<file path="src/rtl/core/flv_avc_to_annexb_converter_core_macros.svh">
// Assertion helpers shared by the converter RTL.
// Each macro expects signals named clk and rst_n in the module that uses it.
`ifndef FLV_AVC_TO_ANNEXB_CONVERTER_CORE_MACROS_SVH
`define FLV_AVC_TO_ANNEXB_CONVERTER_CORE_MACROS_SVH

// Same-cycle implication, checked outside reset
`define FLVAC_ASSERT_NOW(lbl, ante, cons, msg) \
  lbl: assert property (@(posedge clk) disable iff (!rst_n) (ante) |-> (cons)) \
    else $error(msg);

// Next-cycle implication, checked outside reset
`define FLVAC_ASSERT_NEXT(lbl, ante, cons, msg) \
  lbl: assert property (@(posedge clk) disable iff (!rst_n) (ante) |=> (cons)) \
    else $error(msg);

`endif

</file>
<file path="src/rtl/core/flvac_pkg.sv">
package flvac_pkg;

  // Parser phases, one-hot
  typedef enum logic [17:0] {
    PH_SIG_F     = 18'h00001,
    PH_SIG_L     = 18'h00002,
    PH_SIG_V     = 18'h00004,
    PH_HDR_SKIP  = 18'h00008,
    PH_TAG_HDR   = 18'h00010,
    PH_BACKPTR   = 18'h00020,
    PH_SKIP_BODY = 18'h00040,
    PH_V_FLAGS   = 18'h00080,
    PH_V_TYPE    = 18'h00100,
    PH_V_CTS_CFG = 18'h00200,
    PH_V_CTS_NAL = 18'h00400,
    PH_CFG_FIXED = 18'h00800,
    PH_CFG_LEN   = 18'h01000,
    PH_CFG_COUNT = 18'h02000,
    PH_CFG_SIZE  = 18'h04000,
    PH_CFG_DATA  = 18'h08000,
    PH_NAL_LEN   = 18'h10000,
    PH_NAL_DATA  = 18'h20000
  } phase_t;

  // What one input byte asks the back end to emit
  typedef enum logic [1:0] {
    OP_DATA     = 2'd0,
    OP_START    = 2'd1,
    OP_ERR      = 2'd2,
    OP_DATA_ERR = 2'd3
  } op_t;

  typedef struct packed {
    op_t        op;
    logic [7:0] data;
    logic [1:0] code;
  } cmd_t;

  // Error codes
  localparam logic [1:0] ERR_BAD_SIG  = 2'd0;
  localparam logic [1:0] ERR_LEN_SIZE = 2'd1;
  localparam logic [1:0] ERR_TRUNC    = 2'd2;

  // Format constants
  localparam logic [7:0] SIG_F          = 8'h46;
  localparam logic [7:0] SIG_L          = 8'h4C;
  localparam logic [7:0] SIG_V          = 8'h56;
  localparam logic [7:0] TAG_VIDEO      = 8'd9;
  localparam logic [7:0] SPS_COUNT_MASK = 8'h1F;
  localparam logic [1:0] LEN_SIZE_FOUR  = 2'h3;

  localparam logic [3:0] FILE_HDR_SKIP  = 4'd10;
  localparam logic [3:0] TAG_HDR_LEN    = 4'd11;
  localparam logic [3:0] BACKPTR_LEN    = 4'd4;
  localparam logic [3:0] CTS_LEN        = 4'd3;
  localparam logic [3:0] CFG_FIXED_LEN  = 4'd4;
  localparam logic [3:0] NAL_LEN_BYTES  = 4'd4;

  // Start code, first byte in the top bits
  localparam logic [31:0] START_CODE = 32'h0000_0001;

  // Command queue
  localparam int CMDQ_DEPTH = 4;
  localparam int CMDQ_AW    = $clog2(CMDQ_DEPTH);
  localparam int CMDQ_CW    = $clog2(CMDQ_DEPTH + 1);

endpackage

</file>
<file path="src/rtl/core/flvac_parse.sv">
`include "flv_avc_to_annexb_converter_core_macros.svh"

// Front end: walks the FLV structure one byte per beat and classifies it
module flvac_parse (
  input  logic             clk,
  input  logic             rst_n,
  input  logic             beat,
  input  logic [7:0]       in_byte,
  output logic             cmd_valid,
  output flvac_pkg::cmd_t  cmd
);
  import flvac_pkg::*;

  phase_t      phase_r, phase_nxt;
  logic [3:0]  fidx_r, fidx_nxt;
  logic [31:0] acc_r, acc_nxt;
  logic [7:0]  tag_type_r, tag_type_nxt;
  logic [23:0] tag_left_r, tag_left_nxt;
  logic [31:0] nal_left_r, nal_left_nxt;
  logic [7:0]  sets_left_r, sets_left_nxt;
  logic        pps_r, pps_nxt;
  logic        halted_r, halted_nxt;

  logic        body;
  logic        err_v;
  logic [1:0]  err_code;
  logic        op_v;
  op_t         op;
  logic [3:0]  fidx_inc;
  logic [31:0] nal_dec;
  logic [7:0]  sets_dec;
  logic [15:0] size16;
  logic [31:0] acc_sh;
  phase_t      done_phase;
  logic        done_pps;

  assign fidx_inc = fidx_r + 4'd1;
  assign nal_dec  = nal_left_r - 32'd1;
  assign sets_dec = sets_left_r - 8'd1;
  assign size16   = {acc_r[7:0], in_byte};
  assign acc_sh   = {acc_r[23:0], in_byte};

  // Where the config walk goes when one parameter set is finished
  always_comb begin
    done_pps = pps_r;
    if (sets_dec != 8'd0) begin
      done_phase = PH_CFG_SIZE;
    end else if (!pps_r) begin
      done_phase = PH_CFG_COUNT;
      done_pps   = 1'b1;
    end else begin
      done_phase = PH_SKIP_BODY;
    end
  end

  // Byte parser
  always_comb begin
    phase_nxt     = phase_r;
    fidx_nxt      = fidx_r;
    acc_nxt       = acc_r;
    tag_type_nxt  = tag_type_r;
    tag_left_nxt  = tag_left_r;
    nal_left_nxt  = nal_left_r;
    sets_left_nxt = sets_left_r;
    pps_nxt       = pps_r;
    halted_nxt    = halted_r;
    body          = 1'b0;
    err_v         = 1'b0;
    err_code      = ERR_BAD_SIG;
    op_v          = 1'b0;
    op            = OP_DATA;

    if (!halted_r) begin
      // file and tag framing
      case (phase_r)
        PH_SIG_F: begin
          if (in_byte != SIG_F) err_v = 1'b1;
          else phase_nxt = PH_SIG_L;
        end
        PH_SIG_L: begin
          if (in_byte != SIG_L) err_v = 1'b1;
          else phase_nxt = PH_SIG_V;
        end
        PH_SIG_V: begin
          if (in_byte != SIG_V) begin
            err_v = 1'b1;
          end else begin
            phase_nxt = PH_HDR_SKIP;
            fidx_nxt  = 4'd0;
          end
        end
        PH_HDR_SKIP: begin
          fidx_nxt = fidx_inc;
          if (fidx_inc >= FILE_HDR_SKIP) begin
            phase_nxt = PH_TAG_HDR;
            fidx_nxt  = 4'd0;
          end
        end
        PH_TAG_HDR: begin
          if (fidx_r == 4'd0) tag_type_nxt = in_byte;
          else if (fidx_r == 4'd1) acc_nxt = {24'd0, in_byte};
          else if (fidx_r <= 4'd3) acc_nxt = acc_sh;
          fidx_nxt = fidx_inc;
          if (fidx_inc >= TAG_HDR_LEN) begin
            tag_left_nxt = acc_r[23:0];
            fidx_nxt     = 4'd0;
            if (acc_r[23:0] == 24'd0) phase_nxt = PH_BACKPTR;
            else if (tag_type_r == TAG_VIDEO) phase_nxt = PH_V_FLAGS;
            else phase_nxt = PH_SKIP_BODY;
          end
        end
        PH_BACKPTR: begin
          fidx_nxt = fidx_inc;
          if (fidx_inc >= BACKPTR_LEN) begin
            phase_nxt = PH_TAG_HDR;
            fidx_nxt  = 4'd0;
          end
        end
        default: body = 1'b1;
      endcase

      if (body) begin
        // tag body
        case (phase_r)
          PH_V_FLAGS: phase_nxt = PH_V_TYPE;
          PH_V_TYPE: begin
            phase_nxt = (in_byte == 8'd0) ? PH_V_CTS_CFG : PH_V_CTS_NAL;
            fidx_nxt  = 4'd0;
          end
          PH_V_CTS_CFG, PH_V_CTS_NAL: begin
            fidx_nxt = fidx_inc;
            if (fidx_inc >= CTS_LEN) begin
              phase_nxt = (phase_r == PH_V_CTS_CFG) ? PH_CFG_FIXED : PH_NAL_LEN;
              fidx_nxt  = 4'd0;
              acc_nxt   = 32'd0;
            end
          end
          PH_CFG_FIXED: begin
            fidx_nxt = fidx_inc;
            if (fidx_inc >= CFG_FIXED_LEN) begin
              phase_nxt = PH_CFG_LEN;
              fidx_nxt  = 4'd0;
            end
          end
          PH_CFG_LEN: begin
            if (in_byte[1:0] != LEN_SIZE_FOUR) begin
              err_v    = 1'b1;
              err_code = ERR_LEN_SIZE;
            end else begin
              pps_nxt   = 1'b0;
              phase_nxt = PH_CFG_COUNT;
            end
          end
          PH_CFG_COUNT: begin
            sets_left_nxt = pps_r ? in_byte : (in_byte & SPS_COUNT_MASK);
            fidx_nxt      = 4'd0;
            if (sets_left_nxt != 8'd0) phase_nxt = PH_CFG_SIZE;
            else if (!pps_r) pps_nxt = 1'b1;
            else phase_nxt = PH_SKIP_BODY;
          end
          PH_CFG_SIZE: begin
            if (fidx_r == 4'd0) begin
              acc_nxt  = {24'd0, in_byte};
              fidx_nxt = 4'd1;
            end else begin
              acc_nxt      = {16'd0, size16};
              op_v         = 1'b1;
              op           = OP_START;
              nal_left_nxt = {16'd0, size16};
              fidx_nxt     = 4'd0;
              if (size16 == 16'd0) begin
                sets_left_nxt = sets_dec;
                phase_nxt     = done_phase;
                pps_nxt       = done_pps;
              end else begin
                phase_nxt = PH_CFG_DATA;
              end
            end
          end
          PH_CFG_DATA: begin
            op_v         = 1'b1;
            nal_left_nxt = nal_dec;
            if (nal_dec == 32'd0) begin
              sets_left_nxt = sets_dec;
              fidx_nxt      = 4'd0;
              phase_nxt     = done_phase;
              pps_nxt       = done_pps;
            end
          end
          PH_NAL_LEN: begin
            acc_nxt  = acc_sh;
            fidx_nxt = fidx_inc;
            if (fidx_inc >= NAL_LEN_BYTES) begin
              op_v         = 1'b1;
              op           = OP_START;
              nal_left_nxt = acc_sh;
              fidx_nxt     = 4'd0;
              acc_nxt      = 32'd0;
              phase_nxt    = (acc_sh != 32'd0) ? PH_NAL_DATA : PH_NAL_LEN;
            end
          end
          PH_NAL_DATA: begin
            op_v         = 1'b1;
            nal_left_nxt = nal_dec;
            if (nal_dec == 32'd0) begin
              phase_nxt = PH_NAL_LEN;
              fidx_nxt  = 4'd0;
              acc_nxt   = 32'd0;
            end
          end
          default: ;
        endcase

        // tag boundary: a video tag cut before its packet type, or a coded-frame tag cut short, is a truncation
        tag_left_nxt = tag_left_r - 24'd1;
        if (!err_v && tag_left_nxt == 24'd0) begin
          if (phase_nxt == PH_V_TYPE || phase_nxt == PH_V_CTS_NAL ||
              (phase_nxt == PH_NAL_LEN && fidx_nxt != 4'd0) ||
              phase_nxt == PH_NAL_DATA) begin
            err_v    = 1'b1;
            err_code = ERR_TRUNC;
          end
          phase_nxt = PH_BACKPTR;
          fidx_nxt  = 4'd0;
        end
      end

      if (err_v) halted_nxt = 1'b1;
    end
  end

  // Command to the back end; an error drops a start code on the same byte
  always_comb begin
    cmd.data  = in_byte;
    cmd.code  = err_code;
    cmd_valid = op_v || err_v;
    if (err_v) cmd.op = (op_v && op == OP_DATA) ? OP_DATA_ERR : OP_ERR;
    else cmd.op = op;
  end

  // Parser state
  always_ff @(posedge clk) begin
    if (!rst_n) begin
      phase_r     <= PH_SIG_F;
      fidx_r      <= 4'd0;
      acc_r       <= 32'd0;
      tag_type_r  <= 8'd0;
      tag_left_r  <= 24'd0;
      nal_left_r  <= 32'd0;
      sets_left_r <= 8'd0;
      pps_r       <= 1'b0;
      halted_r    <= 1'b0;
    end else if (beat) begin
      phase_r     <= phase_nxt;
      fidx_r      <= fidx_nxt;
      acc_r       <= acc_nxt;
      tag_type_r  <= tag_type_nxt;
      tag_left_r  <= tag_left_nxt;
      nal_left_r  <= nal_left_nxt;
      sets_left_r <= sets_left_nxt;
      pps_r       <= pps_nxt;
      halted_r    <= halted_nxt;
    end
  end

  `FLVAC_ASSERT_NEXT(a_halt_sticky, halted_r, halted_r, "halt released without reset")
  `FLVAC_ASSERT_NEXT(a_err_halts, beat && err_v, halted_r, "error did not halt parser")

endmodule

</file>
<file path="src/rtl/core/flvac_cmdq.sv">
`include "flv_avc_to_annexb_converter_core_macros.svh"

// Short command queue between parser and emitter
module flvac_cmdq (
  input  logic             clk,
  input  logic             rst_n,
  input  logic             push,
  input  flvac_pkg::cmd_t  push_cmd,
  output logic             full,
  input  logic             pop,
  output logic             head_valid,
  output flvac_pkg::cmd_t  head_cmd
);
  import flvac_pkg::*;

  cmd_t                 q_r [CMDQ_DEPTH];
  logic [CMDQ_AW-1:0]   wr_ptr_r, rd_ptr_r;
  logic [CMDQ_CW-1:0]   cnt_r, cnt_nxt;

  assign full       = (cnt_r == CMDQ_CW'(CMDQ_DEPTH));
  assign head_valid = (cnt_r != '0);
  assign head_cmd   = q_r[rd_ptr_r];

  always_comb begin
    cnt_nxt = cnt_r;
    if (push && !pop) cnt_nxt = cnt_r + CMDQ_CW'(1);
    else if (pop && !push) cnt_nxt = cnt_r - CMDQ_CW'(1);
  end

  // Pointers and fill count
  always_ff @(posedge clk) begin
    if (!rst_n) begin
      wr_ptr_r <= '0;
      rd_ptr_r <= '0;
      cnt_r    <= '0;
    end else begin
      if (push) wr_ptr_r <= wr_ptr_r + CMDQ_AW'(1);
      if (pop)  rd_ptr_r <= rd_ptr_r + CMDQ_AW'(1);
      cnt_r <= cnt_nxt;
    end
  end

  // Entries
  always_ff @(posedge clk) begin
    if (push) q_r[wr_ptr_r] <= push_cmd;
  end

  `FLVAC_ASSERT_NOW(a_no_overflow, push, !full || pop, "push into full queue")
  `FLVAC_ASSERT_NOW(a_no_underflow, pop, head_valid, "pop from empty queue")

endmodule

</file>
<file path="src/rtl/core/flvac_emit.sv">
`include "flv_avc_to_annexb_converter_core_macros.svh"

// Back end: expands one command into its output beats
module flvac_emit (
  input  logic             clk,
  input  logic             rst_n,
  input  logic             head_valid,
  input  flvac_pkg::cmd_t  head_cmd,
  output logic             pop,
  output logic             out_valid,
  input  logic             out_ready,
  output logic [7:0]       out_byte,
  output logic             out_is_error,
  output logic [1:0]       out_error_code,
  output logic             out_last_in_run
);
  import flvac_pkg::*;

  logic [1:0] beat_idx_r, beat_idx_nxt;
  logic       out_beat;

  assign out_valid = head_valid;
  assign out_beat  = out_valid && out_ready;
  assign pop       = out_beat && out_last_in_run;

  // Beat decode
  always_comb begin
    out_byte        = 8'd0;
    out_is_error    = 1'b0;
    out_error_code  = ERR_BAD_SIG;
    out_last_in_run = 1'b1;
    case (head_cmd.op)
      OP_DATA: out_byte = head_cmd.data;
      OP_START: begin
        out_byte        = START_CODE[{~beat_idx_r, 3'b000} +: 8];
        out_last_in_run = (beat_idx_r == 2'd3);
      end
      OP_ERR: begin
        out_is_error   = 1'b1;
        out_error_code = head_cmd.code;
      end
      OP_DATA_ERR: begin
        if (beat_idx_r == 2'd0) begin
          out_byte        = head_cmd.data;
          out_last_in_run = 1'b0;
        end else begin
          out_is_error   = 1'b1;
          out_error_code = head_cmd.code;
        end
      end
      default: ;
    endcase
  end

  always_comb begin
    beat_idx_nxt = beat_idx_r;
    if (out_beat) beat_idx_nxt = out_last_in_run ? 2'd0 : beat_idx_r + 2'd1;
  end

  always_ff @(posedge clk) begin
    if (!rst_n) beat_idx_r <= 2'd0;
    else beat_idx_r <= beat_idx_nxt;
  end

  `FLVAC_ASSERT_NOW(a_idle_idx, !head_valid, beat_idx_r == 2'd0, "beat index off while idle")

endmodule

</file>
<file path="src/rtl/core/flv_avc_to_annexb_converter_core.sv">
// FLV (AVC) to Annex B converter.
// Throughput: one input byte per cycle; a start code takes 4 output beats and an
//   error after data 2, so input stalls only when the 4-entry command queue fills.
// Output: each accepted byte's command is registered in the command queue before its beats.
// Reset: synchronous, active low; parser returns to the signature check, queue
//   empties, halt clears. No clearing pass, ready right after reset.
module flv_avc_to_annexb_converter_core (
  input  logic       clk,
  input  logic       rst_n,
  input  logic       in_valid,
  output logic       in_ready,
  input  logic [7:0] in_byte,
  output logic       out_valid,
  input  logic       out_ready,
  output logic [7:0] out_byte,
  output logic       out_is_error,
  output logic [1:0] out_error_code,
  output logic       out_last_in_run
);
  import flvac_pkg::*;

  logic in_beat;
  logic cmd_valid;
  cmd_t cmd;
  logic q_full;
  logic q_pop;
  logic head_valid;
  cmd_t head_cmd;

  assign in_ready = !q_full;
  assign in_beat  = in_valid && in_ready;

  flvac_parse u_parse (
    .clk       (clk),
    .rst_n     (rst_n),
    .beat      (in_beat),
    .in_byte   (in_byte),
    .cmd_valid (cmd_valid),
    .cmd       (cmd)
  );

  flvac_cmdq u_cmdq (
    .clk        (clk),
    .rst_n      (rst_n),
    .push       (in_beat && cmd_valid),
    .push_cmd   (cmd),
    .full       (q_full),
    .pop        (q_pop),
    .head_valid (head_valid),
    .head_cmd   (head_cmd)
  );

  flvac_emit u_emit (
    .clk             (clk),
    .rst_n           (rst_n),
    .head_valid      (head_valid),
    .head_cmd        (head_cmd),
    .pop             (q_pop),
    .out_valid       (out_valid),
    .out_ready       (out_ready),
    .out_byte        (out_byte),
    .out_is_error    (out_is_error),
    .out_error_code  (out_error_code),
    .out_last_in_run (out_last_in_run)
  );

endmodule

</file>
<file path="config.mk">
export PLATFORM = sky130hd
export DESIGN_NAME = flv_avc_to_annexb_converter_core
export DESIGN_NICKNAME = d
export VERILOG_FILES = /design/src/rtl/core/flvac_pkg.sv /design/src/rtl/core/flvac_parse.sv /design/src/rtl/core/flvac_cmdq.sv /design/src/rtl/core/flvac_emit.sv /design/src/rtl/core/flv_avc_to_annexb_converter_core.sv
export VERILOG_INCLUDE_DIRS = /design/src /design/src/rtl/core
export SDC_FILE = /design/constraint.sdc
export NUM_CORES = 1
export LEC_CHECK = 0
export BUFFER_PORTS_ARGS = -buffer_cell sky130_fd_sc_hd__buf_2
export CELL_PAD_IN_SITES_DETAIL_PLACEMENT = 1
export CELL_PAD_IN_SITES_GLOBAL_PLACEMENT = 1
export CORE_MARGIN = 1.5
export CORE_UTILIZATION = 49
export DETAILED_ROUTE_END_ITERATION = 10
export GPL_ROUTABILITY_DRIVEN = 0
export GPL_TIMING_DRIVEN = 0
export PLACE_DENSITY = 0.81
export REMOVE_ABC_BUFFERS = 1
export SLEW_MARGIN = 20
export SYNTH_ARGS = -nofsm -noshare
export SYNTH_HDL_FRONTEND = slang
export SYNTH_HIERARCHICAL = 1
export SYNTH_SLANG_ARGS = --single-unit
</file>
<file path="constraint.sdc">
create_clock -name clk -period 7.2 [get_ports clk]
set_input_delay 1.44 -clock clk [delete_from_list [all_inputs] [get_ports clk]]
set_output_delay 1.44 -clock clk [all_outputs]
set_load 0.02 [all_outputs]
</file>
### Word level (Yosys, flattened, before mapping)

Memory sizes are Yosys's and may differ from the RTL's. A register that Yosys moved wholly into a read port is not among the register bits.
Cells that the tools add are included.

* input port bits: 12
* memories kept: 1
* logic and storage cells: 236
* output and inout port bits: 14
* RAM bits: 48
* bits in registers: 137

* reduce and logical (&&, ||, !) cells: 48
* order comparisons: 5
* add/sub/neg operators: 9
* multiplexer cells: 119
* bitwise gates (word level): 2
* shifts and indexed selects: 1
* equal/unequal tests: 38

Memories
* u_cmdq.q_r: words 4, width 12, read ports 1, clocked after Yosys merged registers in 1, write ports 1, RTL line flvac_cmdq.sv:16 `cmd_t q_r [CMDQ_DEPTH];`

Operators with widths (count)
* two-way mux 18 bit: 23
* two-way mux 32 bit: 10
* case mux 18 bit (10 select lines): 1
* case mux 32 bit (4 select lines): 1
* case mux 18 bit (6 select lines): 1
* case mux 32 bit (3 select lines): 1
* two-way mux 24 bit: 3
* zero test 24 bit: 2
* two-way mux 8 bit: 6
* case mux 8 bit (3 select lines): 2
* two-way mux 4 bit: 10
* equality test 18 x 11 -> 1 bit (second input constant): 2
* equality test 18 x 17 -> 1 bit (second input constant): 2
* equality test 18 bit (second input constant): 2
* equality test 18 x 9 -> 1 bit (second input constant): 2
* two-way mux 1 bit: 34
* zero test 32 bit: 1
* nonzero test 32 bit: 1
* variable part select 32 x 6 -> 8 bit (first input constant): 1
* subtractor 32 x 1 -> 32 bit (second input constant): 1
* two-way mux 2 bit: 12
* inequality test 8 x 7 -> 1 bit (second input constant): 3
* subtractor 24 x 1 -> 24 bit (second input constant): 1
* case mux 4 bit (5 select lines): 1
* 59 further kinds: 99

### Depth between registers and ports, before layout

* word-level depth: 25
* gate-level depth with buffers: 21
* depth with buffers taken out: 20

### By module

Netlist, hierarchy kept.

By module, submodules not included
* flvac_parse: cells an instance 1149, area an instance 8333.0 um^2, sequential area each 2402.3 um^2, times used 1
* flvac_cmdq: cells an instance 105, area an instance 2182.1 um^2, sequential area each 1621.6 um^2, times used 1
* flvac_emit: cells an instance 36, area an instance 260.2 um^2, sequential area each 40.0 um^2, times used 1
* flv_avc_to_annexb_converter_core: cells an instance 3, area an instance 18.8 um^2, sequential area each 0.0 um^2, times used 1

### Worst setup path after synthesis

OpenSTA, ideal clock, no wires.

* kind: input to register
* start point: in in_byte[5]
* end point: reg u_cmdq.cnt_r[2]
* library setup time: 76 ps
* slack: 1610 ps
* stages: 18
* arrival time: 5514 ps
* data required time: 7124 ps
* buffers on the path: 0
* path through: nor4bb_1 nand2_1 a311oi_1 o21ai_0 a2111o_1 a221o_1 o41ai_1 nand4_1 a311oi_4 nor2_1 a21oi_1 and3b_1 ha_1 inv_1 fa_1 xor2_1 or3_1 a21boi_0

* word-level cells in the longest chain between the ends: 22
* elaborated cells between the ends (all ways): 64
* those cells by class: 7 x eq/ne; 40 x mux; 17 x reduce/logical

RTL lines
* start: declaration: RTL line flv_avc_to_annexb_converter_core.sv:12 `input logic [7:0] in_byte,`
* inequality test 8 x 7 -> 1 bit, on equally long branches: RTL line flvac_parse.sv:85, flvac_parse.sv:77, flvac_parse.sv:81
* two-way mux 18 bit, on equally long branches: RTL line flvac_parse.sv:85, flvac_parse.sv:77, flvac_parse.sv:81
* case mux 18 bit (6 select lines): RTL line flvac_parse.sv:75 `case (phase_r)`
* two-way mux 18 bit: RTL line flvac_parse.sv:158 `else if (!pps_r) pps_nxt = 1'b1;`
* two-way mux 18 bit: RTL line flvac_parse.sv:157 `if (sets_left_nxt != 8'd0) phase_nxt = PH_CFG_SIZE;`
* case mux 18 bit (10 select lines): RTL line flvac_parse.sv:124 `case (phase_r)`
* two-way mux 18 bit: RTL line flvac_parse.sv:122 `if (body) begin`
* two-way mux 18 bit: RTL line flvac_parse.sv:73 `if (!halted_r) begin`
* [6 not listed]
* two-way mux 1 bit (*): RTL line flvac_parse.sv:122
* two-way mux 1 bit (*) (2 in a row): RTL line flvac_parse.sv:73
* logical OR 1 bit (*): RTL line flvac_parse.sv:236 `cmd_valid = op_v || err_v;`
* named net cmd_valid: RTL line flv_avc_to_annexb_converter_core.sv:23 `logic cmd_valid;`
* logical AND 1 bit (*): RTL line flv_avc_to_annexb_converter_core.sv:45 `.push (in_beat && cmd_valid),`
* zero test 1 bit: RTL line flvac_cmdq.sv:27 `else if (pop && !push) cnt_nxt = cnt_r - CMDQ_CW'(1);`
* logical AND 1 bit: RTL line flvac_cmdq.sv:27
* nonzero test 2 bit (no source line)
* end signal: assignment: RTL line flvac_cmdq.sv:39 `cnt_r <= cnt_nxt;`
* end: declaration: RTL line flvac_cmdq.sv:18 `logic [CMDQ_CW-1:0] cnt_r, cnt_nxt;`

The timed path passes the listed nets; every way through them passes the cells marked *. The select of a mux whose other input is x is not followed.
A chain may end at the register's enable or synchronous reset.

### Final worst setup path

* start point: in in_byte[6]
* end point: reg u_cmdq.cnt_r[2]

Same word-level chain as after synthesis.

==> results.yml <==
routing:
  drcViolationCount: 0
  wl_per_cell_um: 22.9
  vias_per_cell: 6.57
  ant_nets: 0
  vias: 10200
  drt_iter0_markers: 918
  first_pass_iters: 5
  wl_um: 35600
global_routing:
  met1_usage_pct: 42.0
  grt_pass1_wl_um: 55500
  grt_overflow: 0
  met3_usage_pct: 6.05
  grt_busiest_layer: "met2"
  grt_max_degree: 87
  grt.total_usage_pct: 31.6
  grt_pass1_vias: 9845
  antenna_found_initial: 0
  grt_use_met2_pct: 52.1
clock_tree:
  hold_buffers: 0
  post-cts-setup-buffers: 0
  htreeDepth: 4
  clock_latency_ns: 0.44
  cts_tree: "yes"
  cts_buffers: 17
  clock_path_buffers: 2
  clk_pin_slew_ns: 0.08
  clkSinkCount: 179
  cts_root_buf: "clkbuf_16"
  cts_resized: 0
critical_path:
  crit_path_start_kind: "primary input"
  worstSetupPathType: "primary input to flip-flop"
  crit_fanout: 10
  crit_arrival_ns: 7.07
  crit_required_ns: 7.58
  worst_setup_path_end_kind: "flip-flop"
yosys:
  synth_cells: 1293
  synth_largest_area_cell: "dfxtp_1"
  synth_adder_area_share_pct: 2.27
  synth_compound_area_share_pct: 21.4
  synthArstFlopShare_pct: 0
  synth_common_cells: "nor2_1, dfxtp_1, a21oi_1"
  synth_top_family_by_area: "simple AND/OR/NAND/NOR gates"
  ys_types: 94
  ys_ff_latch: 179
  synth_warnings: 6
  syn_area_um2: 10800
  synth_top_area_share_pct: 24.3
  synthFlopType: "dfxtp_1"
  syn_area_per_cell_um2: 8.35
  yosysMostFrequentCell: "nor2_1"
  synthSimpleGateAreaFrac_pct: 27.9
  synthMuxAreaShare_pct: 3.96
  ys_seq_area_share_pct: 37.6
  synth_xor_area_share_pct: 2.02
  yosys-top-cells-area: "dfxtp_1, edfxtp_1, nor2_1"
  synth-edff-count: 48
power:
  power_density_nw_per_um2: 259
  internal_power_mw: 1.89
  netSwitchingFraction_pct: 37.4
  combPwrFrac_pct: 29.4
  leakagePower_nw: 4.15
  clkPwrFrac_pct: 31.7
  vdd_drop_max_mv: 0.139
  seqPwrFrac_pct: 38.9
  p_sw_mw: 1.13
timing:
  slew_headroom_pct: 24.6
  clock.fmax_mhz: 149
  min_period_ns: 6.70
  tightest_slew_ns: 1.13
  skew_ns: 0.0128
  rsz0062_at_grt: "false"
  period_share_pct: 93.0
  setup_viol: 0
  fin_ws_ns: 0.505
  hold_violations: 0
  slew_violations: 0
  setup_tns_ns: 0
die:
  ioPinCount: 26
  die_h_um: 151
  row_count: 54
  die_x_um: 151
  start_util_pct: 49.8
  die_area_um2: 22900
  core-area_um2: 21700
layout:
  fill_cells: 2587
  area_growth_pct: 8.24
  num_antenna_cells: 0
  drive_above_1_share_pct: 10.2
  final_nets: 1293
place:
  dp_slack_ns: 0.209
  dp_hpwl_um: 24200
  io_buffers: 25
min_path:
  hold_class: "flip-flop to flip-flop"
flow_run:
  cap_violations: 0
run_status:
  outcome: "completed"
==> final cells by class <==
cell class / instances / area, um^2 / share of cell area (%)
repair buffers: 32 / 234 / 2.00
flip-flops and latches: 179 / 4060 / 34.8
inverters: 37 / 144 / 1.23
well taps: 280 / 350 / 3.00
multi-input cells: 995 / 6290 / 53.8
clock buffers: 17 / 425 / 3.64
clock inverters: 15 / 176 / 1.51
==> state kept, by name, summed over array words and instances (netlist names), named ones only <==
register / flops
u_cmdq/q_r: 48
u_parse/nal_left_r: 32
u_parse/acc_r: 24
u_parse/tag_left_r: 24
u_parse/phase_r: 18
u_parse/sets_left_r: 8
u_parse/tag_type_r: 8
u_parse/fidx_r: 4
u_cmdq/cnt_r: 3
u_cmdq/rd_ptr_r: 2
u_cmdq/wr_ptr_r: 2
u_emit/beat_idx_r: 2
u_parse/halted_r: 1
u_parse/pps_r: 1
==> power by group through the flow <==
stage / logic, mW / registers, mW / clock network, mW
final: 0.889 / 1.18 / 0.958
after global routing: 0.979 / 1.19 / 1.01
after CTS: 0.885 / 1.18 / 0.978
after detailed placement: 0.873 / 1.20 / 0
after global placement: 0.813 / 1.19 / 0
after floorplan: 0.610 / 1.17 / 0
==> worst max-delay path: stages <==
cell	delay [ns]
buf_2	0.33
nor4bb_1	0.72
nand2_1	0.14
a311oi_1	0.26
o21ai_0	0.15
a2111o_1	0.46
a221o_1	0.37
o41ai_1	0.56
nand4_1	0.23
a311oi_4	0.43
nor2_1	0.10
a21oi_1	0.22
and3b_1	0.36
ha_1	0.24
inv_1	0.06
fa_1	0.37
xor2_1	0.16
or3_1	0.30
a21boi_0	0.15
==> worst paths after layout <==
path,from,endpoint,slack (ns),depth (start not counted)
max reg2reg,u_parse/phase_r[4],u_cmdq/cnt_r[2],0.89,17
max,in_byte[6],u_cmdq/cnt_r[2],0.50,19
min reg2reg,u_parse/nal_left_r[28],u_parse/nal_left_r[28],0.50,2
min,u_parse/nal_left_r[28],u_parse/nal_left_r[28],0.50,2
==> cells by family (layout without fill, tap and decap cells) <==
| family | count (synthesis) | in the layout |
|---|---|---|
| simple gates | 567 | 567 |
| compound gates | 358 | 358 |
| flops | 179 | 179 |
| buf+inv | 119 | 101 |
| mux | 27 | 27 |
| xor+xnor | 24 | 24 |
| fa+ha+maj | 19 | 19 |
==> stage by stage <==
stage          total power [mW]  instances  hold slack, ns  cell area [um^2]  util, %
2_1_floorplan              1.78       1211           0.451             10400        -
3_3_place_gp               2.00       1516           0.465             10900     50.3
6_report                   3.02       1555           0.496             11700     53.9
5_1_grt                    3.18       1555           0.528             11700     53.9
4_1_cts                    3.04       1555           0.497             11700     53.8
3_5_place_dp               2.07       1523           0.480             11100     51.1
==> layout by cell type, fill, tap and decap left out, drive strengths merged, types with 12 or more instances in the layout <==
master / synthesis / layout
buf: 18 / 32
a31oi: 13 / 13
and2: 27 / 27
nor4: 40 / 40
xor2: 13 / 13
mux2i: 15 / 15
mux4: 12 / 12
nor2: 181 / 181
a21oi: 107 / 107
a22oi: 46 / 46
ha: 18 / 18
nand3: 30 / 30
o21ai: 86 / 86
inv: 37 / 45
nand2b: 13 / 13
clkbuf: 64 / 17
or4: 13 / 13
nand4: 30 / 30
dfxtp: 131 / 131
nor3: 51 / 51
edfxtp: 48 / 48
nand2: 103 / 103
==> per-layer routing <==
metal	up-vias	wire, um	part of all wire (%)
li1	4749	-	-
met5	-	0	0
met1	5106	15800	44
met4	0	663	1.9
met3	44	2020	5.7
met2	317	17100	48
No activity file was read; power rests on OpenSTA's default activity.
